===== src/design/lfr_pkg.sv =====
// ---------------------------------------------------------------------------
// lfr_pkg
// Shared constants, command and register codes, and controller state type
// for the linear fade ramp.
// ---------------------------------------------------------------------------
package lfr_pkg;

  // default internal level width
  localparam int LEVEL_BITS_DEF = 16;

  // width of time values (elapsed time, fade time, tick step)
  localparam int TIME_W = 32;

  // port widths of the level outputs, config data and index, and command
  localparam int OUT_LEVEL_W = 16;
  localparam int CFG_DATA_W  = 32;
  localparam int CFG_IDX_W   = 2;
  localparam int CMD_W       = 2;

  // command codes
  localparam logic [CMD_W-1:0] CMD_TICK      = 2'd0;
  localparam logic [CMD_W-1:0] CMD_LOAD_TIME = 2'd1;
  localparam logic [CMD_W-1:0] CMD_SET_READY = 2'd2;

  // config register indexes
  localparam logic [CFG_IDX_W-1:0] CFG_START  = 2'd0;
  localparam logic [CFG_IDX_W-1:0] CFG_TARGET = 2'd1;
  localparam logic [CFG_IDX_W-1:0] CFG_FADE   = 2'd2;

  // controller states
  typedef enum logic [2:0] {
    ST_IDLE,
    ST_EVAL,
    ST_MUL,
    ST_DIV,
    ST_RESULT
  } state_t;

endpackage


===== src/design/lfr_mul.sv =====
// ---------------------------------------------------------------------------
// lfr_mul
// Bit-serial shift-add multiplier: span times elapsed time, one bit of the
// span per cycle.
// ---------------------------------------------------------------------------
module lfr_mul #(
  parameter int LEVEL_BITS = lfr_pkg::LEVEL_BITS_DEF
) (
  input  logic                                  clk,
  input  logic                                  rst,
  input  logic                                  start,
  input  logic [LEVEL_BITS-1:0]                 span,
  input  logic [lfr_pkg::TIME_W-1:0]            elapsed,
  output logic                                  done,
  output logic [LEVEL_BITS+lfr_pkg::TIME_W-1:0] product
);

  localparam int TW = lfr_pkg::TIME_W;
  localparam int CW = $clog2(LEVEL_BITS + 1);

  logic              busy;
  logic [CW-1:0]     cnt;
  logic [TW-1:0]     addend;
  logic [TW-1:0]     hi;
  logic [LEVEL_BITS-1:0] lo;
  logic [TW:0]       sum;

  // partial product add for the current span bit
  assign sum = {1'b0, hi} + (lo[0] ? {1'b0, addend} : {(TW+1){1'b0}});

  // step counter
  always_ff @(posedge clk) begin
    if (rst) begin
      busy <= 1'b0;
      done <= 1'b0;
      cnt  <= '0;
    end else begin
      done <= busy && (cnt == CW'(1));
      if (start) begin
        busy <= 1'b1;
        cnt  <= CW'(LEVEL_BITS);
      end else if (busy) begin
        cnt <= cnt - CW'(1);
        if (cnt == CW'(1)) begin
          busy <= 1'b0;
        end
      end
    end
  end

  // shift-add datapath
  always_ff @(posedge clk) begin
    if (start) begin
      hi     <= '0;
      lo     <= span;
      addend <= elapsed;
    end else if (busy) begin
      {hi, lo} <= {sum, lo[LEVEL_BITS-1:1]};
    end
  end

  assign product = {hi, lo};

endmodule


===== src/design/lfr_div.sv =====
// ---------------------------------------------------------------------------
// lfr_div
// Restoring divider, one quotient bit per cycle. The dividend's upper part
// is known to be below the divisor, so LEVEL_BITS steps give the quotient.
// ---------------------------------------------------------------------------
module lfr_div #(
  parameter int LEVEL_BITS = lfr_pkg::LEVEL_BITS_DEF
) (
  input  logic                                  clk,
  input  logic                                  rst,
  input  logic                                  start,
  input  logic [LEVEL_BITS+lfr_pkg::TIME_W-1:0] dividend,
  input  logic [lfr_pkg::TIME_W-1:0]            divisor,
  output logic                                  done,
  output logic [LEVEL_BITS-1:0]                 quotient
);

  localparam int TW = lfr_pkg::TIME_W;
  localparam int CW = $clog2(LEVEL_BITS + 1);

  logic                  busy;
  logic [CW-1:0]         cnt;
  logic [TW-1:0]         dvs;
  logic [TW-1:0]         rem;
  logic [LEVEL_BITS-1:0] quo;
  logic [TW:0]           trial;
  logic [TW:0]           diff;
  logic                  ge;

  // trial subtract of the divisor from the shifted remainder
  assign trial = {rem, quo[LEVEL_BITS-1]};
  assign diff  = trial - {1'b0, dvs};
  assign ge    = trial >= {1'b0, dvs};

  // step counter
  always_ff @(posedge clk) begin
    if (rst) begin
      busy <= 1'b0;
      done <= 1'b0;
      cnt  <= '0;
    end else begin
      done <= busy && (cnt == CW'(1));
      if (start) begin
        busy <= 1'b1;
        cnt  <= CW'(LEVEL_BITS);
      end else if (busy) begin
        cnt <= cnt - CW'(1);
        if (cnt == CW'(1)) begin
          busy <= 1'b0;
        end
      end
    end
  end

  // remainder and quotient shift registers
  always_ff @(posedge clk) begin
    if (start) begin
      rem <= dividend[LEVEL_BITS+TW-1:LEVEL_BITS];
      quo <= dividend[LEVEL_BITS-1:0];
      dvs <= divisor;
    end else if (busy) begin
      rem <= ge ? diff[TW-1:0] : trial[TW-1:0];
      quo <= {quo[LEVEL_BITS-2:0], ge};
    end
  end

  assign quotient = quo;

endmodule


===== src/design/linear_fade_ramp.sv =====
// ---------------------------------------------------------------------------
// linear_fade_ramp
// Fade generator for one lighting channel: exact integer linear
// interpolation from start to target level over a fade time in ms.
// ---------------------------------------------------------------------------
// An interpolating tick passes from accept through the evaluate, multiply,
// divide and result states; a tick that needs no division goes from the
// evaluate state straight to the result state, and any other word goes
// straight to the result state. One word is in work at a time; the next is
// accepted in the cycle after the result loads, and the result waits in the
// output register meanwhile. Reset clears config, time, latch, level.
module linear_fade_ramp #(
  parameter int LEVEL_BITS = lfr_pkg::LEVEL_BITS_DEF
) (
  input  logic                                 clk,
  input  logic                                 rst,
  // config write port
  input  logic                                 cfg_we,
  input  logic [lfr_pkg::CFG_IDX_W-1:0]        cfg_index,
  input  logic [lfr_pkg::CFG_DATA_W-1:0]       cfg_data,
  // command channel
  input  logic                                 in_valid,
  output logic                                 in_ready,
  input  logic [lfr_pkg::CMD_W-1:0]            command,
  input  logic [lfr_pkg::TIME_W-1:0]           time_value,
  // result channel
  output logic                                 out_valid,
  input  logic                                 out_ready,
  output logic [lfr_pkg::OUT_LEVEL_W-1:0]      level,
  output logic [7:0]                           level_low_byte,
  output logic                                 done_res
);

  localparam int TW = lfr_pkg::TIME_W;
  localparam int PW = LEVEL_BITS + TW;

  lfr_pkg::state_t state, state_next;

  logic [LEVEL_BITS-1:0] start_level;
  logic [LEVEL_BITS-1:0] target_level;
  logic [TW-1:0]         fade_duration;
  logic [TW-1:0]         elapsed_time;
  logic                  ready_latch;
  logic [LEVEL_BITS-1:0] cur_level;
  logic                  up;
  logic [LEVEL_BITS-1:0] span;

  logic                  accept;
  logic [TW:0]           time_sum;
  logic [TW-1:0]         time_sat;
  logic                  finish;
  logic                  up_now;
  logic                  mul_start;
  logic                  mul_done;
  logic [PW-1:0]         product;
  logic                  div_start;
  logic                  div_done;
  logic [LEVEL_BITS-1:0] move;
  logic                  out_load;

  assign accept = in_valid && in_ready;

  // saturating elapsed time update
  assign time_sum = {1'b0, elapsed_time} + {1'b0, time_value};
  assign time_sat = time_sum[TW] ? {TW{1'b1}} : time_sum[TW-1:0];

  // fade end test and direction
  assign finish = (elapsed_time >= fade_duration) || ready_latch;
  assign up_now = target_level > start_level;

  // distance between start and target
  assign span = up_now ? target_level - start_level : start_level - target_level;

  // next state
  always_comb begin
    state_next = state;
    case (state)
      lfr_pkg::ST_IDLE: begin
        if (in_valid) begin
          state_next = (command == lfr_pkg::CMD_TICK) ? lfr_pkg::ST_EVAL
                                                      : lfr_pkg::ST_RESULT;
        end
      end
      lfr_pkg::ST_EVAL: begin
        if (finish || (elapsed_time == '0)) begin
          state_next = lfr_pkg::ST_RESULT;
        end else begin
          state_next = lfr_pkg::ST_MUL;
        end
      end
      lfr_pkg::ST_MUL: begin
        if (mul_done) begin
          state_next = lfr_pkg::ST_DIV;
        end
      end
      lfr_pkg::ST_DIV: begin
        if (div_done) begin
          state_next = lfr_pkg::ST_RESULT;
        end
      end
      lfr_pkg::ST_RESULT: begin
        if (!out_valid || out_ready) begin
          state_next = lfr_pkg::ST_IDLE;
        end
      end
      default: state_next = lfr_pkg::ST_IDLE;
    endcase
  end

  // control outputs
  always_comb begin
    in_ready  = 1'b0;
    mul_start = 1'b0;
    div_start = 1'b0;
    out_load  = 1'b0;
    case (state)
      lfr_pkg::ST_IDLE:   in_ready  = 1'b1;
      lfr_pkg::ST_EVAL:   mul_start = !finish && (elapsed_time != '0);
      lfr_pkg::ST_MUL:    div_start = mul_done;
      lfr_pkg::ST_DIV:    div_start = 1'b0;
      lfr_pkg::ST_RESULT: out_load  = !out_valid || out_ready;
      default:            in_ready  = 1'b0;
    endcase
  end

  always_ff @(posedge clk) begin
    if (rst) begin
      state <= lfr_pkg::ST_IDLE;
    end else begin
      state <= state_next;
    end
  end

  // config registers
  always_ff @(posedge clk) begin
    if (rst) begin
      start_level   <= '0;
      target_level  <= '0;
      fade_duration <= '0;
    end else if (cfg_we) begin
      case (cfg_index)
        lfr_pkg::CFG_START:  start_level   <= LEVEL_BITS'(cfg_data[15:0]);
        lfr_pkg::CFG_TARGET: target_level  <= LEVEL_BITS'(cfg_data[15:0]);
        lfr_pkg::CFG_FADE:   fade_duration <= cfg_data[TW-1:0];
        default:             fade_duration <= fade_duration;
      endcase
    end
  end

  // fade state: elapsed time, ready latch, level
  always_ff @(posedge clk) begin
    if (rst) begin
      elapsed_time <= '0;
      ready_latch  <= 1'b0;
      cur_level    <= '0;
    end else begin
      if (accept) begin
        case (command)
          lfr_pkg::CMD_TICK:      elapsed_time <= time_sat;
          lfr_pkg::CMD_LOAD_TIME: elapsed_time <= time_value;
          lfr_pkg::CMD_SET_READY: ready_latch  <= time_value[0];
          default:                ready_latch  <= ready_latch;
        endcase
      end
      if (state == lfr_pkg::ST_EVAL) begin
        if (finish) begin
          cur_level   <= target_level;
          ready_latch <= 1'b1;
        end else if (elapsed_time == '0) begin
          cur_level <= start_level;
        end
      end
      if ((state == lfr_pkg::ST_DIV) && div_done) begin
        cur_level <= up ? start_level + move : start_level - move;
      end
    end
  end

  // direction for the interpolation
  always_ff @(posedge clk) begin
    if (state == lfr_pkg::ST_EVAL) begin
      up <= up_now;
    end
  end

  lfr_mul #(
    .LEVEL_BITS (LEVEL_BITS)
  ) u_mul (
    .clk     (clk),
    .rst     (rst),
    .start   (mul_start),
    .span    (span),
    .elapsed (elapsed_time),
    .done    (mul_done),
    .product (product)
  );

  lfr_div #(
    .LEVEL_BITS (LEVEL_BITS)
  ) u_div (
    .clk      (clk),
    .rst      (rst),
    .start    (div_start),
    .dividend (product),
    .divisor  (fade_duration),
    .done     (div_done),
    .quotient (move)
  );

  // output word register
  always_ff @(posedge clk) begin
    if (rst) begin
      out_valid <= 1'b0;
    end else if (out_load) begin
      out_valid <= 1'b1;
    end else if (out_ready) begin
      out_valid <= 1'b0;
    end
  end

  always_ff @(posedge clk) begin
    if (out_load) begin
      level          <= lfr_pkg::OUT_LEVEL_W'(cur_level);
      level_low_byte <= cur_level[7:0];
      done_res       <= ready_latch;
    end
  end

`ifndef SYNTHESIS
  // a finished fade lands on the target with the latch set
  a_finish_target: assert property (@(posedge clk) disable iff (rst)
    (state == lfr_pkg::ST_EVAL) && finish |=> ready_latch && (cur_level == target_level))
    else $error("finished fade did not land on target");

  // the multiplier only reports while the controller waits on it
  a_mul_done_state: assert property (@(posedge clk) disable iff (rst)
    mul_done |-> (state == lfr_pkg::ST_MUL))
    else $error("multiplier done outside multiply state");

  // the divider only reports while the controller waits on it
  a_div_done_state: assert property (@(posedge clk) disable iff (rst)
    div_done |-> (state == lfr_pkg::ST_DIV))
    else $error("divider done outside divide state");

  // an interpolated level on a rising fade does not pass the target
  a_interp_range: assert property (@(posedge clk) disable iff (rst)
    (state == lfr_pkg::ST_DIV) && div_done && up |=> (cur_level <= target_level))
    else $error("interpolated level overshoots target");
`endif

endmodule

===== config.mk =====
export PLATFORM = sky130hd
export DESIGN_NAME = linear_fade_ramp
export DESIGN_NICKNAME = d
export VERILOG_FILES = /design/src/design/lfr_pkg.sv /design/src/design/lfr_mul.sv /design/src/design/lfr_div.sv /design/src/design/linear_fade_ramp.sv
export SDC_FILE = /design/constraint.sdc
export NUM_CORES = 1
export LEC_CHECK = 0
export BUFFER_PORTS_ARGS = -buffer_cell sky130_fd_sc_hd__buf_2
export CORE_MARGIN = 1.5
export CORE_UTILIZATION = 30
export CTS_CLUSTER_SIZE = 16
export DETAILED_ROUTE_END_ITERATION = 10
export MAX_ROUTING_LAYER = met4
export PLACE_DENSITY_LB_ADDON = 0.3
export SKIP_LAST_GASP = 1
export SLEW_MARGIN = 15
export SYNTH_ARGS = -nofsm -noshare
export SYNTH_HDL_FRONTEND = slang
export SYNTH_HIERARCHICAL = 1
export SYNTH_SLANG_ARGS = --single-unit
export TNS_END_PERCENT = 20

===== constraint.sdc =====
create_clock -name clk -period 8.95 [get_ports clk]
set_input_delay 0.895 -clock clk [delete_from_list [all_inputs] [get_ports clk]]
set_output_delay 0.895 -clock clk [all_outputs]
set_load 0.005 [all_outputs]

Word-level counts from Yosys, hierarchy flattened. Index checks and enable logic that the tools add are counted. Widths: inputs -> output; s select.

Register bits after elaboration: 317. Input port bits: 73. Logic and storage cells: 124.

Add/subtract/negate cells: 9. Order comparisons: 3. Equality and inequality tests: 14. Mux-type cells: 43. Reductions and logical operators: 29.

Operators by type and width (number): $mux 16 (10); $mux 32 (5); $pmux 32 s2 (1); $sub 16x16->16 (3); $add 32x32->33 (1); $add 32x33->33 (1); $ge 33x32->1 (1); $ge 32x32->1 (1); $logic_not 32->1 (1); $reduce_bool 32->1 (1); $sub 32x32->32 (1); $mux 5 (4); $mux 3 (6); $add 16x16->16 (1); $gt 16x16->1 (1); $mux 1 (16); $pmux 3 s5 (1); $eq 5x1->1 const B (2); $reduce_and 2->1 (5); $reduce_bool 2->1 (5); $sub 5x1->5 const B (2); $eq 3x2->1 const B (2); $logic_and 1x1->1 (5); $eq 2x1->1 const B (2); 12 further kinds (20).

Logic depth before layout (Yosys ltp). Gate-level depths: netlist of run 1.

Depth in word-level cells: 6. Gate-level depth with buffers: 16.

By module. Netlist of run 1, hierarchy kept.

Modules (own cells, without submodules): linear_fade_ramp (times used 1, cells each 1317, area an instance 10191.0 um2); lfr_div (times used 1, cells each 510, area an instance 5457.7 um2); lfr_mul (times used 1, cells each 504, area an instance 5096.1 um2).

Worst setup path before layout of run 1. No wires, ideal clock.

Kind: register to register. From: reg state[0]. To: reg u_div.quo[0], in the netlist u_div/quotient[0] (enable). Library setup time: 0.384 ns. Arrival: 4.763 ns. Data required time: 8.566 ns. Slack: 3.802 ns. Stages on the path, launching flop included: 8. Buffers on the path: 4. Cells stage by stage: dfxtp_1 > clkbuf_1 > nand2b_1 > nor3b_1 > clkbuf_1 > clkbuf_1 > clkbuf_1 > or2_2.

Longest elaborated chain between the ends: 3.

RTL lines: start, declared (RTL line linear_fade_ramp.sv:37) `lfr_pkg::state_t state, state_next;`; start signal, assigned (RTL line linear_fade_ramp.sv:128) `state <= lfr_pkg::ST_IDLE;`; start signal, assigned (RTL line linear_fade_ramp.sv:130) `state <= state_next;`; $eq 3x2->1 (RTL line linear_fade_ramp.sv:116) `case (state)`; $mux 1 (RTL line linear_fade_ramp.sv:116); named net div_start (RTL line linear_fade_ramp.sv:56) `logic div_start;`; $reduce_bool 2->1 (no line); end signal, assigned (RTL line lfr_div.sv:59) `quo <= dividend[LEVEL_BITS-1:0];`; end signal, assigned (RTL line lfr_div.sv:63) `quo <= {quo[LEVEL_BITS-2:0], ge};`; end, declared (RTL line lfr_div.sv:25) `logic [LEVEL_BITS-1:0] quo;`.

The timed path passes the listed nets, and every way through them passes these cells. A chain may end at the register's enable or synchronous reset.

Worst setup path in the final report of run 1.
From: reg fade_duration[9]. To: reg u_mul.hi[23].

Longest elaborated chain between the ends: 5.

RTL lines: start, declared (RTL line linear_fade_ramp.sv:41) `logic [TW-1:0] fade_duration;`; start signal, assigned (RTL line linear_fade_ramp.sv:144) `lfr_pkg::CFG_FADE: fade_duration <= cfg_data[TW-1:0];`; start signal, assigned (RTL line linear_fade_ramp.sv:145) `default: fade_duration <= fade_duration;`; $ge 32x32->1 (RTL line linear_fade_ramp.sv:68) `assign finish = (elapsed_time >= fade_duration) || ready_latch;`; $logic_or 1x1->1 (RTL line linear_fade_ramp.sv:68); $logic_not 1->1 (RTL line linear_fade_ramp.sv:118) `lfr_pkg::ST_EVAL: mul_start = !finish && (elapsed_time != '0);`; $logic_and 1x1->1 (RTL line linear_fade_ramp.sv:118); $mux 1 (RTL line linear_fade_ramp.sv:116); named net mul_start (RTL line linear_fade_ramp.sv:53) `logic mul_start;`; end signal, assigned (RTL line lfr_mul.sv:58) `{hi, lo} <= {sum, lo[LEVEL_BITS-1:1]};`; end, declared (RTL line lfr_mul.sv:24) `logic [TW-1:0] hi;`.

The timed path passes the listed nets, and every way through them passes these cells.

==> results of run 1 <==
placed cells by master, fill, tap and decap left out, types with 18 or more instances in the layout:
master     netlist  routed
nand3_1         38      38
o211ai_1        22      22
o21a_1          19      19
clkbuf_16        0      36
dfxtp_1        163     163
a31oi_1         20      19
nand2_1        310     310
xor2_1          56      56
mux2i_1         30      30
nor3_1          61      61
nand3b_1        25      25
ha_1           179     179
and2_1          37      37
a21o_1          79      79
nand2b_1        20      20
nor2b_1         20      20
o311ai_1        19      19
mux2_2          37      37
nand4_1         32      32
buf_2            9      98
o21bai_1        29      29
nor2_1         113     113
a21oi_1        198     198
xnor2_1         58      58
o21ai_0        110     110
and3_1          19      18
edfxtp_1       146     146
o21ai_1         34      33
inv_1          135     135
a211oi_1        20      20
kinds of logic (layout without fill, tap and decap cells):
group	Yosys count	count (layout)	share of synthesized area, %
AOI/OAI and AO/OA	668	668	21.5
xor gates and xnor gates	114	114	4.81
adders and majority gates	185	185	11.4
buffers and inverters	252	316	5.00
DFF	309	309	36.9
muxes	67	67	3.46
and+or+nand+nor	736	736	17.0
final cells by class:
type                       count  share of cell area (%)
multi-input combinational   1770                    52.4
inverter                     136                    2.21
sequential                   309                    33.1
clock buffer                  45                    4.22
clock inverter                20                   0.639
timing repair buffer         115                    2.68
tap                          882                    4.78
report_power, final:
group,leakage [nW],internal [mW],total (mW),switching [mW]
logic,5.93,0.628,1.57,0.946
clock network,0.554,0.807,1.43,0.621
registers,2.66,1.67,1.86,0.185
worst max-delay path: cells and delay by family (launching register included):
kind	cells	cell delay, ns
fa+ha+maj	1	0.30
mux	1	0.13
compound gates	6	1.29
flops	1	0.35
buf+inv	3	1.03
simple gates	4	1.46
path summary, 6_finish.rpt:
kind	start	endpoint	slack, ns	depth (start not counted)
worst min register to register	cur_level[8]	level[8]	0.44	0
worst max register to register	fade_duration[9]	u_mul/hi[23]	4.15	15
worst min-delay path	cur_level[8]	level[8]	0.44	0
worst max-delay path	fade_duration[9]	u_mul/hi[23]	4.15	15
per-layer routing:
layer	GRT usage, %	vias to the layer above
li1	-	8534
met1	24.8	8352
met2	26.9	485
met3	1.89	77
met4	4.50	0
met5	-	-
metrics by stage:
step                hold WS [ns]  utilization, %  instance area, µm²  std cells
floorplan                  0.409               -               20700       2331
finish                     0.440            33.7               23100       3277
global route               0.455            33.7               23100       3277
global placement           0.425            32.1               22000       3212
detailed placement         0.418            32.1               22000       3212
CTS                        0.443            33.7               23100       3277
flip-flops by register name, indices dropped and copies added (netlist names), 32 cells and up:
| register | flops |
|---|---|
| u_mul/hi | 32 |
| u_mul/addend | 32 |
| fade_duration | 32 |
| u_div/rem | 32 |
| elapsed_time | 32 |
| u_div/dvs | 32 |
==> out/qor.yml, run 1 <==
clocking:
  htreeDepth: 2
  cts_sinks: 309
  clkTransAtPathRegs_ns: 0.06
  cts.path.max_buffers: 3
  cts_buffers: 36
  cts_hold_buf: 0
  cts_setup_buffers: 0
  cts_root_buf: "clkbuf_16"
  clock_latency_ns: 0.55
  cts_tree: "built"
  post_cts_resized: 0
detailed_routing:
  postRouteWirelength_um: 61900
  dr_wl_met2_um: 27400
  ant_nets: 0
  drt_pass1_iterations: 5
  highest-signal-layer: "met4"
  dr_wl_met3_um: 3470
  drc: 0
  drt_iter0_drc: 1268
  num_vias: 17400
  wl_met1_um: 29800
  wl_per_cell_um: 18.9
  routed_via_density: 5.32
timing:
  max_slew_margin_pct: 29.5
  setup_ws_ns: 4.15
  finalHoldViolations: 0
  fin_setup_tns_ns: 0
  period_needed_ns: 4.80
  drv_slew: 0
  finClkSkew_ns: 0.0306
  tightest_slew_ns: 1.05
  max_freq_ghz: 0.208
  fin_crit_sh_pct: 53.6
  rsz0062_at_grt: "false"
  setup_viol: 0
floorplan:
  coreArea_um2: 68500
  dieHeight_um: 266
  die_area_um2: 70700
  initial_core_util_pct: 30.3
  fp-row-count: 96
  ios: 100
  die_w_um: 266
grt:
  antenna_found_initial: 0
  grt_usage_pct: 17.6
  grt_pass1_wl_um: 95700
  grt_remaining_overflow: 0
  grt_max_degree: 83
  first_global_vias: 16700
worst_setup_path:
  critPathKind: "flip-flop to flip-flop"
  end_kind: "flip-flop"
  cp_slowest_cell: "and3_2"
  worstPathMaxFanout: 38
  worst_setup_path_start_kind: "flip-flop"
  required_ns: 9.32
  arrival_ns: 5.17
  max_stage_delay_ns: 0.83
  crit_path_cell_trace: "inv_1 > ha_1 > a21o_1 > a21o_1 > a21oi_1 > nor2_1 > o31a_1 > o41ai_4 > buf_4 > and3_2 > buf_4 > nor2b_1 > and3_1 > mux2i_1 > o311ai_0"
logic_synthesis:
  synth_edf_count: 146
  synth_top_area_cell: "edfxtp_1"
  synth_area_um2: 20700
  synth_most_common_cell: "nand2_1"
  yosysTopAreaCellShare_pct: 21.1
  avgSynthCellArea_um2: 8.90
  async_flop_share_pct: 0
  syn-num-nets: 2589
  syn_inst: 2331
  yosys.cell_types.count: 92
  synth.top_cells.by_area: "edfxtp_1 21%, dfxtp_1 16%, ha_1 11%, nand2_1 5.6%, a21oi_1 4.8%"
  ys_seq_elements: 309
  synth_seq_area_share_pct: 36.9
  yosysWarningCount: 6
  synthTopCellsByCount: "310 x nand2_1, 198 x a21oi_1, 179 x ha_1"
  synth_flop_cell: "dfxtp_1"
layout:
  drive_gt1_share_pct: 10.8
  multiInputGateArea_um2: 12100
  antenna_cells: 0
  register_area_um2: 7650
  layout.nets: 2626
  area_growth_pct: 11.3
  n_fill_cell: 7085
power_and_ir_drop:
  p_leak_nw: 9.15
  p_per_area_nw_per_um2: 211
  vdd_drop_max_uv: 132
  total_power_mw: 4.86
placement:
  io_buffer_count: 99
  gp_congestion: 0.905
  dp_hpwl_um: 47400
  preCtsSetupSlack_ns: 4.21
hold_path:
  hold_path_class: "flip-flop to flip-flop"
outcome:
  outcome: "finished clean"
job:
  maxCapViolCount: 0
Power figures use the tool's default switching activity.
==> run 2: changes to the inputs <==
- clock period: 8.95 -> 4.4 ns (I/O delays scaled with it)
==> out/qor.yml, run 2 (synthesis gave the netlist of run 1 again) <==
outcome:
  outcome: "finished clean"
placement:
  preCtsSetupSlack_ns: 0.489  # -3.72 ns
  gp_congestion: 0.943  # +4.2%
  post_dp_cell_area_um2: 22100  # +0.46%
  io_buffer_count: 99  # unchanged
  dp_hpwl_um: 46900  # -1.1%
worst_setup_path:
  end_kind: "flip-flop"
  required_ns: 4.89  # -4.43 ns
  max_stage_delay_ns: 0.48  # -0.35 ns
  cp-endpoint: "cur_level[15]"
  timing.rr.end: "cur_level[15]"
  r2r-start: "u_div/quotient[5]"
  crit_path_cell_trace: "or3_1 > or3b_2 > or3_1 > nor2b_1 > xor2_1 > ha_1 > a21o_1 > o311ai_1 > a21o_1 > a21oi_1 > or4_1 > nand3_1 > a32o_1"
  reg2reg_slack_ns: 0.43  # -3.72 ns
  worstPathMaxFanout: 6  # -84%
  critPathKind: "flip-flop to flip-flop"
  worst_setup_path_start_kind: "flip-flop"
  cp-startpoint: "u_div/quotient[5]"
  ff2ff_path_depth: 13  # -2
  arrival_ns: 4.45  # -0.72 ns
  cp_slowest_cell: "or3b_2"
clocking:
  clock_latency_ns: 0.54  # about the same
  cts_sinks: 309  # unchanged
  cts_tree: "built"
  cts.path.max_buffers: 3  # unchanged
  clkTransAtPathRegs_ns: 0.06  # about the same
  post_cts_resized: 0  # unchanged
  cts_setup_buffers: 0  # unchanged
  cts_root_buf: "clkbuf_16"
  htreeDepth: 2  # unchanged
  cts_hold_buf: 0  # unchanged
  cts_buffers: 37  # +2.8%
timing:
  max_slew_margin_pct: 25.3  # -4.2 points
  max_freq_ghz: 0.252  # +21%
  fin_setup_tns_ns: 0  # unchanged
  fin_crit_sh_pct: 90.2  # +37 points
  finClkSkew_ns: 0.0232  # -0.00741 ns
  setup_ws_ns: 0.431  # -3.72 ns
  finalHoldViolations: 0  # unchanged
  drv_slew: 0  # unchanged
  period_needed_ns: 3.97  # -0.829 ns
  setup_viol: 0  # unchanged
  tightest_slew_ns: 1.12  # +0.0687 ns
  rsz0062_at_grt: "false"
layout:
  register_area_um2: 7650  # unchanged
  n_fill_cell: 7081  # -0.056%
  stdcell_area_um2: 23300  # +1.0%
  area_growth_pct: 12.5
  finish.utilization_pct: 34.1  # +0.35 points
  multiInputGateArea_um2: 12100  # about the same
  layout_commonest_cell: "nand2_1"
  mostFrequentLayoutCells: "310 x nand2_1, 198 x a21oi_1, 179 x ha_1"
  layout.nets: 2638  # +0.46%
  drive_gt1_share_pct: 11.2  # +0.39 points
  antenna_cells: 0  # unchanged
grt:
  grt_max_degree: 92  # +11%
  grt_usage_pct: 17.7  # +0.033 points
  first_global_vias: 16500  # -0.82%
  grt_remaining_overflow: 0  # unchanged
  grt_pass1_wl_um: 95800  # about the same
  antenna_found_initial: 0  # unchanged
detailed_routing:
  highest-signal-layer: "met4"
  drt_iter0_drc: 1213  # -4.3%
  dr_wl_met2_um: 26800  # -2.1%
  postRouteWirelength_um: 61500  # -0.64%
  wl_met1_um: 30100  # +0.85%
  dr_wl_met3_um: 2840  # -18%
  drc: 0  # unchanged
  routed_via_density: 5.27  # -0.94%
  wl_per_cell_um: 18.7  # -1.1%
  drt_pass1_iterations: 5  # unchanged
  num_vias: 17400  # -0.52%
  ant_nets: 0  # unchanged
power_and_ir_drop:
  p_switching_mw: 3.57  # +100%
  p_leak_nw: 9.28  # +1.4%
  p_comb_share_pct: 31.7  # -0.7 points
  p_per_area_nw_per_um2: 438  # +110%
  power.share.sequential_pct: 37.1  # -1.1 points
  total_power_mw: 10.2  # +110%
  p_clk_share_pct: 31.1  # +1.7 points
  vdd_drop_max_uv: 267  # +100%
  power.internal_mw: 6.64  # +110%
  switching_share_pct: 35.0  # -1.1 points
floorplan:
  coreArea_um2: 68500  # unchanged
  ios: 100  # unchanged
  die_area_um2: 70700  # unchanged
  dieHeight_um: 266  # unchanged
  initial_core_util_pct: 30.3  # unchanged
  fp-row-count: 96  # unchanged
  die_w_um: 266  # unchanged
hold_path:
  hold_path_class: "input pin to flip-flop"
job:
  maxCapViolCount: 0  # unchanged
[run 2: cell count changes in the layout (fill, tap and decap cells not counted), moves of 2 or more]
| cell | before | now |
|---|---|---|
| clkbuf_1 | 5 | 10 |
| clkinv_2 | 9 | 4 |
| clkbuf_16 | 36 | 43 |
| clkinvlp_4 | 2 | 0 |
| buf_4 | 17 | 27 |
| clkbuf_4 | 0 | 2 |
| clkbuf_8 | 4 | 1 |
| clkinv_1 | 5 | 3 |
[run 2: layout make-up]
| cell class | instances | area share [%] |
|---|---|---|
| Multi-Input combinational cell | 1770 | 51.8 |
| Clock buffer | 56 | 4.90 |
| Timing Repair Buffer | 126 | 3.06 |
| Tap cell | 882 | 4.73 |
| Sequential cell | 309 | 32.8 |
| Inverter | 136 | 2.19 |
| Clock inverter | 12 | 0.515 |
[run 2: stage by stage]
step | hold slack, ns | instances
after detailed placement | 0.426 | 3223
after CTS | 0.116 | 3291
after floorplan | 0.409 | 2331
after global routing | 0.121 | 3291
final | 0.138 | 3291
after global placement | 0.421 | 3223
[run 2: critical path, delay by kind of cell, from the launching register on]
| kind | cells | cell delay, ns |
|---|---|---|
| adders and majority gates | 1 | 0.37 |
| DFF | 1 | 0.42 |
| and+or+nand+nor | 6 | 1.96 |
| AOI/OAI and AO/OA | 5 | 0.98 |
| xor gates and xnor gates | 1 | 0.18 |
[run 2: per-layer routing]
layer  vias up  global-route usage (%)
met5         -                       -
met1      8259                    24.8
li1       8559                       -
met4         0                    5.54
met3        92                    2.28
met2       448                    26.3
[run 2: how the worst min path moves through the flow]
stage	cells past startpoint	slack, ns	to	start
CTS	3	0.12	fade_duration[18]	cfg_data[18]
finish	3	0.14	fade_duration[18]	cfg_data[18]
global placement	0	0.42	level[1]	cur_level[1]
global route	3	0.12	fade_duration[21]	cfg_data[21]
detailed placement	0	0.43	level[1]	cur_level[1]
floorplan	0	0.41	level[14]	cur_level[14]
[run 2: power groups by stage]
| stage | registers, mW | clock network, mW | logic (mW) |
|---|---|---|---|
| after floorplan | 3.65 | 0 | 2.46 |
| after global placement | 3.84 | 0 | 3.17 |
| after detailed placement | 3.85 | 0 | 3.20 |
| after CTS | 3.78 | 3.26 | 3.22 |
| after global routing | 3.84 | 3.36 | 3.58 |
| final | 3.79 | 3.18 | 3.24 |
